File: config.mk
export PLATFORM = sky130hd
export DESIGN_NAME = tftp_client_transfer_control_top
export DESIGN_NICKNAME = d
export VERILOG_FILES = /design/src/tcc_pkg.sv /design/src/tcc_ctrl.sv /design/src/tftp_client_transfer_control_top.sv
export SDC_FILE = /design/constraint.sdc
export NUM_CORES = 1
export LEC_CHECK = 0
export BUFFER_PORTS_ARGS = -buffer_cell sky130_fd_sc_hd__buf_2
export CORE_MARGIN = 8
export CORE_UTILIZATION = 52
export DETAILED_ROUTE_END_ITERATION = 10
export PLACE_DENSITY = 0.86
export SLEW_MARGIN = 30
export SYNTH_ARGS = -nofsm -noshare
export SYNTH_HDL_FRONTEND = slang
export SYNTH_SLANG_ARGS = --single-unit
File: constraint.sdc
create_clock -name i_clk -period 4.8 [get_ports i_clk]
set_input_delay 0 -clock i_clk [delete_from_list [all_inputs] [get_ports i_clk]]
set_output_delay 0 -clock i_clk [all_outputs]
set_load 0.05 [all_outputs]
File: src/tcc_pkg.sv
// Shared types and codes for the TFTP client transfer controller.
package tcc_pkg;

    // Event modes
    localparam logic [1:0] MODE_START   = 2'd0;
    localparam logic [1:0] MODE_PACKET  = 2'd1;
    localparam logic [1:0] MODE_TIMEOUT = 2'd2;
    localparam logic [1:0] MODE_CHUNK   = 2'd3;

    // Received opcodes
    localparam logic [15:0] OPC_DATA  = 16'd3;
    localparam logic [15:0] OPC_ACK   = 16'd4;
    localparam logic [15:0] OPC_ERROR = 16'd5;

    // Send actions
    localparam logic [2:0] ACT_NONE    = 3'd0;
    localparam logic [2:0] ACT_REQUEST = 3'd1;
    localparam logic [2:0] ACT_ACK     = 3'd2;
    localparam logic [2:0] ACT_FETCH   = 3'd3;
    localparam logic [2:0] ACT_DATA    = 3'd4;
    localparam logic [2:0] ACT_RESEND  = 3'd5;

    // Transfer status
    localparam logic [1:0] STAT_IDLE   = 2'd0;
    localparam logic [1:0] STAT_BUSY   = 2'd1;
    localparam logic [1:0] STAT_DONE   = 2'd2;
    localparam logic [1:0] STAT_FAILED = 2'd3;

    // Failure causes
    localparam logic [1:0] CAUSE_NONE    = 2'd0;
    localparam logic [1:0] CAUSE_RETRIES = 2'd1;
    localparam logic [1:0] CAUSE_SERVER  = 2'd2;
    localparam logic [1:0] CAUSE_READ    = 2'd3;

    // Configuration register indexes
    localparam logic [1:0] REG_DIRECTION   = 2'd0;
    localparam logic [1:0] REG_BLOCK_SIZE  = 2'd1;
    localparam logic [1:0] REG_RETRY_LIMIT = 2'd2;
    localparam logic [1:0] REG_SERVER_PORT = 2'd3;

    // Configuration reset values
    localparam logic [15:0] BLOCK_SIZE_RESET  = 16'd512;
    localparam logic [15:0] SERVER_PORT_RESET = 16'd69;
    localparam logic [7:0]  RETRY_LIMIT_RESET = 8'd1;

    typedef struct packed {
        logic        direction;
        logic [15:0] block_size;
        logic [7:0]  retry_limit;
        logic [15:0] server_port;
    } t_cfg;

    typedef struct packed {
        logic [1:0]  mode;
        logic [15:0] opcode;
        logic [15:0] block;
        logic [15:0] payload_len;
        logic [15:0] src_port;
        logic [15:0] read_len;
        logic        read_fail;
    } t_event;

    typedef struct packed {
        logic [2:0]  action;
        logic [15:0] out_block;
        logic [15:0] out_len;
        logic [15:0] dest_port;
        logic [1:0]  status;
        logic [1:0]  fail_cause;
        logic [15:0] error_code;
    } t_result;

endpackage

File: src/tcc_ctrl.sv
// Transfer state registers and the per-item update and result logic.
module tcc_ctrl (
    input  logic             i_clk,
    input  logic             i_rst_n,
    input  tcc_pkg::t_cfg    i_cfg,
    input  logic             i_fire,
    input  tcc_pkg::t_event  i_event,
    output tcc_pkg::t_result o_result
);

    typedef enum logic [2:0] {
        PH_IDLE,
        PH_WAIT_REQ,
        PH_WAIT,
        PH_FETCH,
        PH_DONE,
        PH_FAIL
    } t_phase;

    t_phase      r_phase,        n_phase;
    logic [15:0] r_block_number, n_block_number;
    logic        r_finished,     n_finished;
    logic [7:0]  r_retries_left, n_retries_left;
    logic [15:0] r_peer_port,    n_peer_port;
    logic        r_port_latched, n_port_latched;
    logic [15:0] r_last_len,     n_last_len;

    logic            waiting;
    logic [15:0]     prev_block;
    logic [15:0]     cur_dest;
    logic [15:0]     chunk_len;
    logic            tmo_fail;
    tcc_pkg::t_result res;

    // Shared terms of the update
    always_comb begin
        waiting    = (r_phase == PH_WAIT_REQ) || (r_phase == PH_WAIT);
        prev_block = r_block_number - 16'd1;
        cur_dest   = r_port_latched ? r_peer_port : i_cfg.server_port;
        chunk_len  = (i_event.read_len > i_cfg.block_size) ? i_cfg.block_size
                                                           : i_event.read_len;
        tmo_fail   = (r_retries_left <= 8'd1);
    end

    // Next state and result for one item
    always_comb begin
        n_phase        = r_phase;
        n_block_number = r_block_number;
        n_finished     = r_finished;
        n_retries_left = r_retries_left;
        n_peer_port    = r_peer_port;
        n_port_latched = r_port_latched;
        n_last_len     = r_last_len;
        res            = '0;

        case (i_event.mode)
            tcc_pkg::MODE_START: begin
                n_block_number = 16'd1;
                n_finished     = 1'b0;
                n_retries_left = i_cfg.retry_limit;
                n_peer_port    = 16'd0;
                n_port_latched = 1'b0;
                n_last_len     = 16'd0;
                n_phase        = PH_WAIT_REQ;
                res.action     = tcc_pkg::ACT_REQUEST;
                res.dest_port  = i_cfg.server_port;
            end
            tcc_pkg::MODE_CHUNK: begin
                if (r_phase == PH_FETCH) begin
                    if (i_event.read_fail) begin
                        n_phase        = PH_FAIL;
                        res.fail_cause = tcc_pkg::CAUSE_READ;
                    end else begin
                        if (chunk_len != i_cfg.block_size) begin
                            n_finished = 1'b1;
                        end
                        n_last_len     = chunk_len;
                        n_retries_left = i_cfg.retry_limit;
                        n_phase        = PH_WAIT;
                        n_block_number = r_block_number + 16'd1;
                        res.action     = tcc_pkg::ACT_DATA;
                        res.out_block  = r_block_number;
                        res.out_len    = chunk_len;
                        res.dest_port  = cur_dest;
                    end
                end
            end
            default: begin
                // Timeout tick, or a packet from a foreign port once latched
                if (waiting && ((i_event.mode == tcc_pkg::MODE_TIMEOUT) ||
                                (r_port_latched && (i_event.src_port != r_peer_port)))) begin
                    if (tmo_fail) begin
                        n_retries_left = 8'd0;
                        n_phase        = PH_FAIL;
                        res.fail_cause = tcc_pkg::CAUSE_RETRIES;
                    end else begin
                        n_retries_left = r_retries_left - 8'd1;
                        res.action     = tcc_pkg::ACT_RESEND;
                        res.dest_port  = cur_dest;
                        if (r_phase != PH_WAIT_REQ) begin
                            res.out_block = prev_block;
                            res.out_len   = r_last_len;
                        end
                    end
                end else if (waiting && (i_event.mode == tcc_pkg::MODE_PACKET)) begin
                    // Latch the peer on the first reply
                    n_port_latched = 1'b1;
                    n_peer_port    = i_event.src_port;
                    if (i_event.opcode == tcc_pkg::OPC_ERROR) begin
                        n_phase        = PH_FAIL;
                        res.fail_cause = tcc_pkg::CAUSE_SERVER;
                        res.error_code = i_event.block;
                    end else if (!i_cfg.direction && (i_event.opcode == tcc_pkg::OPC_DATA)) begin
                        if (i_event.block == r_block_number) begin
                            n_last_len     = 16'd0;
                            n_retries_left = i_cfg.retry_limit;
                            n_block_number = r_block_number + 16'd1;
                            if (r_finished || (i_event.payload_len != i_cfg.block_size)) begin
                                n_finished = 1'b1;
                                n_phase    = PH_DONE;
                            end else begin
                                n_phase = PH_WAIT;
                            end
                            res.action    = tcc_pkg::ACT_ACK;
                            res.out_block = i_event.block;
                            res.dest_port = i_event.src_port;
                        end else if (i_event.block == prev_block) begin
                            // Ack a duplicate again without advancing
                            n_last_len     = 16'd0;
                            n_retries_left = i_cfg.retry_limit;
                            n_phase        = PH_WAIT;
                            res.action     = tcc_pkg::ACT_ACK;
                            res.out_block  = i_event.block;
                            res.dest_port  = i_event.src_port;
                        end
                    end else if (i_cfg.direction && (i_event.opcode == tcc_pkg::OPC_ACK) &&
                                 (i_event.block == prev_block)) begin
                        if (r_finished) begin
                            n_phase = PH_DONE;
                        end else begin
                            n_phase    = PH_FETCH;
                            res.action = tcc_pkg::ACT_FETCH;
                        end
                    end
                end
            end
        endcase

        // Report status of the phase left behind by this item
        case (n_phase)
            PH_IDLE: res.status = tcc_pkg::STAT_IDLE;
            PH_DONE: res.status = tcc_pkg::STAT_DONE;
            PH_FAIL: res.status = tcc_pkg::STAT_FAILED;
            default: res.status = tcc_pkg::STAT_BUSY;
        endcase
    end

    assign o_result = res;

    // Hold transfer state; advance on each processed item
    always_ff @(posedge i_clk) begin
        if (!i_rst_n) begin
            r_phase        <= PH_IDLE;
            r_block_number <= 16'd1;
            r_finished     <= 1'b0;
            r_retries_left <= 8'd0;
            r_peer_port    <= 16'd0;
            r_port_latched <= 1'b0;
            r_last_len     <= 16'd0;
        end else if (i_fire) begin
            r_phase        <= n_phase;
            r_block_number <= n_block_number;
            r_finished     <= n_finished;
            r_retries_left <= n_retries_left;
            r_peer_port    <= n_peer_port;
            r_port_latched <= n_port_latched;
            r_last_len     <= n_last_len;
        end
    end

    // A failure cause only comes with the failed status
    a_cause_failed: assert property (@(posedge i_clk) disable iff (!i_rst_n)
        (res.fail_cause != tcc_pkg::CAUSE_NONE) |-> (res.status == tcc_pkg::STAT_FAILED))
        else $error("fail cause without failed status");

    // A server error code only comes with the server error cause
    a_code_cause: assert property (@(posedge i_clk) disable iff (!i_rst_n)
        (res.error_code != 16'd0) |-> (res.fail_cause == tcc_pkg::CAUSE_SERVER))
        else $error("error code without server error cause");

    // Sending data advances the block number by one
    a_data_advance: assert property (@(posedge i_clk) disable iff (!i_rst_n)
        (i_fire && (res.action == tcc_pkg::ACT_DATA))
        |=> (r_block_number == $past(r_block_number) + 16'd1))
        else $error("block number did not advance after data");

    // State holds while no item is processed
    a_hold_state: assert property (@(posedge i_clk) disable iff (!i_rst_n)
        !i_fire |=> ($stable(r_phase) && $stable(r_block_number) && $stable(r_retries_left)))
        else $error("transfer state changed without an item");

endmodule

File: src/tftp_client_transfer_control_top.sv
// Top level: configuration registers, input stage, controller and result register.
// Path: an accepted item is captured in the input register, and its result in the
// result register when the controller fires it and the output is not blocked.
// Throughput: one item per cycle while the output is not stalled; the input register
// takes an item while a stalled result waits in the result register.
// Reset: synchronous active low; clears both stages, restores register defaults
// and returns the transfer to idle with block number one.
module tftp_client_transfer_control_top (
    input  logic        i_clk,
    input  logic        i_rst_n,
    // configuration write port
    input  logic        i_cfg_we,
    input  logic [1:0]  i_cfg_index,
    input  logic [15:0] i_cfg_data,
    // input channel
    input  logic        i_in_valid,
    output logic        o_in_stall,
    input  logic [1:0]  i_mode,
    input  logic [15:0] i_opcode,
    input  logic [15:0] i_block,
    input  logic [15:0] i_payload_len,
    input  logic [15:0] i_src_port,
    input  logic [15:0] i_read_len,
    input  logic        i_read_fail,
    // output channel
    output logic        o_out_valid,
    input  logic        i_out_stall,
    output logic [2:0]  o_action,
    output logic [15:0] o_out_block,
    output logic [15:0] o_out_len,
    output logic [15:0] o_dest_port,
    output logic [1:0]  o_status,
    output logic [1:0]  o_fail_cause,
    output logic [15:0] o_error_code
);

    tcc_pkg::t_cfg    r_cfg;
    logic             r_in_valid;
    tcc_pkg::t_event  r_event;
    logic             r_out_valid;
    tcc_pkg::t_result r_result;
    tcc_pkg::t_result step_result;
    logic             out_blocked;
    logic             fire;
    logic             accept;

    assign out_blocked = r_out_valid && i_out_stall;
    assign fire        = r_in_valid && !out_blocked;
    assign o_in_stall  = r_in_valid && out_blocked;
    assign accept      = i_in_valid && !o_in_stall;

    // Write configuration registers
    always_ff @(posedge i_clk) begin
        if (!i_rst_n) begin
            r_cfg.direction   <= 1'b0;
            r_cfg.block_size  <= tcc_pkg::BLOCK_SIZE_RESET;
            r_cfg.retry_limit <= tcc_pkg::RETRY_LIMIT_RESET;
            r_cfg.server_port <= tcc_pkg::SERVER_PORT_RESET;
        end else if (i_cfg_we) begin
            case (i_cfg_index)
                tcc_pkg::REG_DIRECTION:   r_cfg.direction   <= i_cfg_data[0];
                tcc_pkg::REG_BLOCK_SIZE:  r_cfg.block_size  <= i_cfg_data;
                tcc_pkg::REG_RETRY_LIMIT: r_cfg.retry_limit <= i_cfg_data[7:0];
                tcc_pkg::REG_SERVER_PORT: r_cfg.server_port <= i_cfg_data;
                default: ;
            endcase
        end
    end

    // Capture incoming item; drop it once handed to the controller
    always_ff @(posedge i_clk) begin
        if (!i_rst_n) begin
            r_in_valid <= 1'b0;
        end else if (accept) begin
            r_in_valid <= 1'b1;
        end else if (fire) begin
            r_in_valid <= 1'b0;
        end
    end

    always_ff @(posedge i_clk) begin
        if (accept) begin
            r_event.mode        <= i_mode;
            r_event.opcode      <= i_opcode;
            r_event.block       <= i_block;
            r_event.payload_len <= i_payload_len;
            r_event.src_port    <= i_src_port;
            r_event.read_len    <= i_read_len;
            r_event.read_fail   <= i_read_fail;
        end
    end

    tcc_ctrl u_ctrl (
        .i_clk    (i_clk),
        .i_rst_n  (i_rst_n),
        .i_cfg    (r_cfg),
        .i_fire   (fire),
        .i_event  (r_event),
        .o_result (step_result)
    );

    // Hold result until taken
    always_ff @(posedge i_clk) begin
        if (!i_rst_n) begin
            r_out_valid <= 1'b0;
        end else if (fire) begin
            r_out_valid <= 1'b1;
        end else if (!i_out_stall) begin
            r_out_valid <= 1'b0;
        end
    end

    always_ff @(posedge i_clk) begin
        if (fire) begin
            r_result <= step_result;
        end
    end

    assign o_out_valid  = r_out_valid;
    assign o_action     = r_result.action;
    assign o_out_block  = r_result.out_block;
    assign o_out_len    = r_result.out_len;
    assign o_dest_port  = r_result.dest_port;
    assign o_status     = r_result.status;
    assign o_fail_cause = r_result.fail_cause;
    assign o_error_code = r_result.error_code;

endmodule

==> flow_metrics.env <==
export IMPL_numCtsBuffers=27
export IMPL_diodes=0
export IMPL_finalHoldViolCount=0
export IMPL_p_leak_uw=0.00613
export IMPL_finalSetupViolCount=0
export IMPL_irDropWorstVdd_mv=0.281
export IMPL_period_minus_slack_ns=3.82
export IMPL_gp_congestion=0.950
export IMPL_path_delay_family="compound AO/OA/AOI/OAI gates"
export IMPL_overflow=0
export IMPL_clock_sinks=258
export IMPL_grt_pass1_vias=10600
export IMPL_drive_above_1_share_pct=18.5
export IMPL_slowest_delay_ns=0.70
export IMPL_crit_path_max_fanout=16
export IMPL_coreArea_sq_um=23400
export IMPL_async_flop_share_pct=0
export IMPL_syn_num_nets=1322
export IMPL_ys_seq_area_share_pct=54.4
export IMPL_drtIter0Drc=1117
export IMPL_fillCellCount=1777
export IMPL_cap_violations=0
export IMPL_cts_setup_buffers=0
export IMPL_drtAntennaViolNets=0
export IMPL_grt_max_degree=81
export IMPL_status="completed"
export IMPL_timing_final_crit_share_pct=79.6
export IMPL_slew_viol_final=0
export IMPL_final_cell_mix="nand2_1 (188), buf_2 (178), edfxtp_1 (154)"
export IMPL_min_path_type="in -> reg"
export IMPL_start_util_pct=52.7
export IMPL_ys_warn_count=0
export IMPL_routed_wl_mm=36.6
export IMPL_clk_path_buf_depth=3
export IMPL_cts_hold_buffers=106
export IMPL_fmax_mhz=262
export IMPL_vias=10400
export IMPL_dp_hpwl_mm=23.8
export IMPL_max_slew_margin_pct=35.3
export IMPL_cts_tree="done"
export IMPL_io_pins=179
export IMPL_nets=1593
export IMPL_end_kind="register"
export IMPL_avgRoutedWirePerCell_um=20.3
export IMPL_holdWs_ns=0.150
export IMPL_tightest_slew_ns=0.970
export IMPL_antenna_found_initial=0
export IMPL_cts_root_buf="clkbuf_16"
export IMPL_synth_edff_count=154
export IMPL_final_common_cell="nand2_1"
export IMPL_clk_latency_ns=0.55
export IMPL_stdcell_area_sq_um=15500
export IMPL_portBuffers=178
export IMPL_ys_ff_latch=258
export IMPL_rows=56
export IMPL_clkTransAtPathRegs_ns=0.07
export IMPL_place_worst_setup_slack_ns=1.02
export IMPL_rsz0062_at_grt="no"
export IMPL_fin_worst_skew_ns=0.0207
export IMPL_worstSetupPathType="reg -> reg"
export IMPL_grt_pass1_wl_mm=56.4
export IMPL_synth_area_sq_um=12300
export IMPL_first_pass_iters=5
export IMPL_critPathBufInv=1
export IMPL_timing_final_ws_setup_ns=0.981
export IMPL_drc=0
export IMPL_die_w_um=170
export IMPL_htreeDepth=1
export IMPL_synthFlopType="edfxtp_1"
export IMPL_setup_tns_ns=0
export IMPL_dpl_cell_area_sq_um=13600
export IMPL_start_kind="register"
export IMPL_arrival_ns=4.25
export IMPL_avgSynthCellArea_sq_um=10.3
export IMPL_netlist_instances=1192
export IMPL_syn2layout_area_growth_pct=26.2
export IMPL_track_usage_pct=24.5
export IMPL_power_density_nw_per_um2=332
export IMPL_post_cts_resized=0
export IMPL_worstPathRequired_ns=5.23
export IMPL_fp_dieArea_sq_um=28900
export IMPL_path_cells="inv_1, ha_1, or3b_1, nor4_1, xor2_1, a2111oi_4, o2111ai_4, a311oi_4, o21ai_1, a31o_1"
export IMPL_via_per_inst=5.79
export IMPL_cpMaxStageDelayCell="a311oi_4"
export IMPL_fp_dieH_um=170
export IMPL_synth_distinct_cells=73
==> per-stage QoR <==
stage               std cells  total power, uW  util (%)
finish                   1803             5170      66.4
global route             1803             5330      66.4
CTS                      1803             5160      66.4
detailed placement       1647             3020      58.0
global placement         1645             3000      57.8
floorplan                1192             2850         -
==> Yosys cell counts (22+ instances only) <==
cell type | number | share of area, %
nand2_1 | 188 | 5.7
edfxtp_1 | 154 | 38
dfxtp_1 | 104 | 17
a21oi_1 | 88 | 3.6
xor2_1 | 76 | 5.4
nor2_1 | 60 | 1.8
clkbuf_1 | 54 | 1.6
o21ai_0 | 43 | 1.7
inv_1 | 35 | 1.1
nand4_1 | 32 | 1.6
a22oi_1 | 26 | 1.6
ha_1 | 24 | 2.4
mux2i_1 | 22 | 1.8
nand3_1 | 22 | 0.89
nor3_1 | 22 | 0.89
==> per-layer routing <==
metal | up-vias | GRT usage (%) | wire (um)
met4 | 0 | 12.2 | 1760
met3 | 121 | 4.61 | 2820
met5 | - | 0 | 0
li1 | 4846 | - | -
met2 | 504 | 42.5 | 18100
met1 | 4976 | 28.8 | 13900
==> worst reg2reg max path, stage by stage (launching register included) <==
cell,delay [ns]
dfxtp_1,0.37
inv_1,0.13
ha_1,0.25
or3b_1,0.51
nor4_1,0.51
xor2_1,0.20
a2111oi_4,0.35
o2111ai_4,0.29
a311oi_4,0.70
o21ai_1,0.15
a31o_1,0.25
==> kinds of logic (layout without fill, tap and decap cells) <==
kind of cell | Yosys count | after routing | share of synthesized area, %
simple gates | 466 | 466 | 19.4
buf+inv | 101 | 393 | 3.28
flops | 258 | 258 | 54.4
fa+ha+maj | 24 | 24 | 2.44
xor+xnor | 93 | 93 | 6.61
compound gates | 228 | 228 | 12.1
mux | 22 | 22 | 1.79
==> worst paths after layout <==
| kind | from | end | slack, ns | cells past startpoint |
|---|---|---|---|---|
| hold / removal | i_src_port[8] | r_event[25]$_DFFE_PP_ | 0.15 | 2 |
| hold reg to reg | r_cfg[17]$_SDFFE_PN0P_ | r_cfg[17]$_SDFFE_PN0P_ | 0.45 | 2 |
| setup reg to reg | u_ctrl.r_block_number[1]$_SDFFE_PN0P_ | u_ctrl.r_retries_left[2]$_SDFFE_PN0P_ | 0.98 | 10 |
| setup / recovery | u_ctrl.r_block_number[1]$_SDFFE_PN0P_ | u_ctrl.r_retries_left[2]$_SDFFE_PN0P_ | 0.98 | 10 |
==> flip-flops by register name, indices dropped and copies added, names as in the netlist <==
name                   count
o_action                   3
o_dest_port               16
o_error_code              16
o_fail_cause               2
o_out_block               16
o_out_len                 16
o_out_valid                1
o_status                   2
r_cfg                     41
r_event                   83
r_in_valid                 1
u_ctrl.r_block_number     16
u_ctrl.r_finished          1
u_ctrl.r_last_len         16
u_ctrl.r_peer_port        16
u_ctrl.r_phase             3
u_ctrl.r_port_latched      1
u_ctrl.r_retries_left      8
==> final cells by class <==
cell class / count / area [sq um] / share of cell area [%]
clock buffers: 40 / 785 / 5.05
clock inverters: 10 / 113 / 0.724
inverters: 37 / 139 / 0.893
multi-input cells: 833 / 5260 / 33.8
flip-flops and latches: 258 / 6710 / 43.1
well taps: 319 / 399 / 2.57
repair buffers: 306 / 2140 / 13.8
==> report_power, final <==
part	leakage, uW	internal (uW)	switching (uW)	total [uW]
registers	0.00235	2430	69.2	2500
logic	0.00334	218	336	554
clock network	0.000445	1240	869	2110
(Power assumes the default switching activity.)
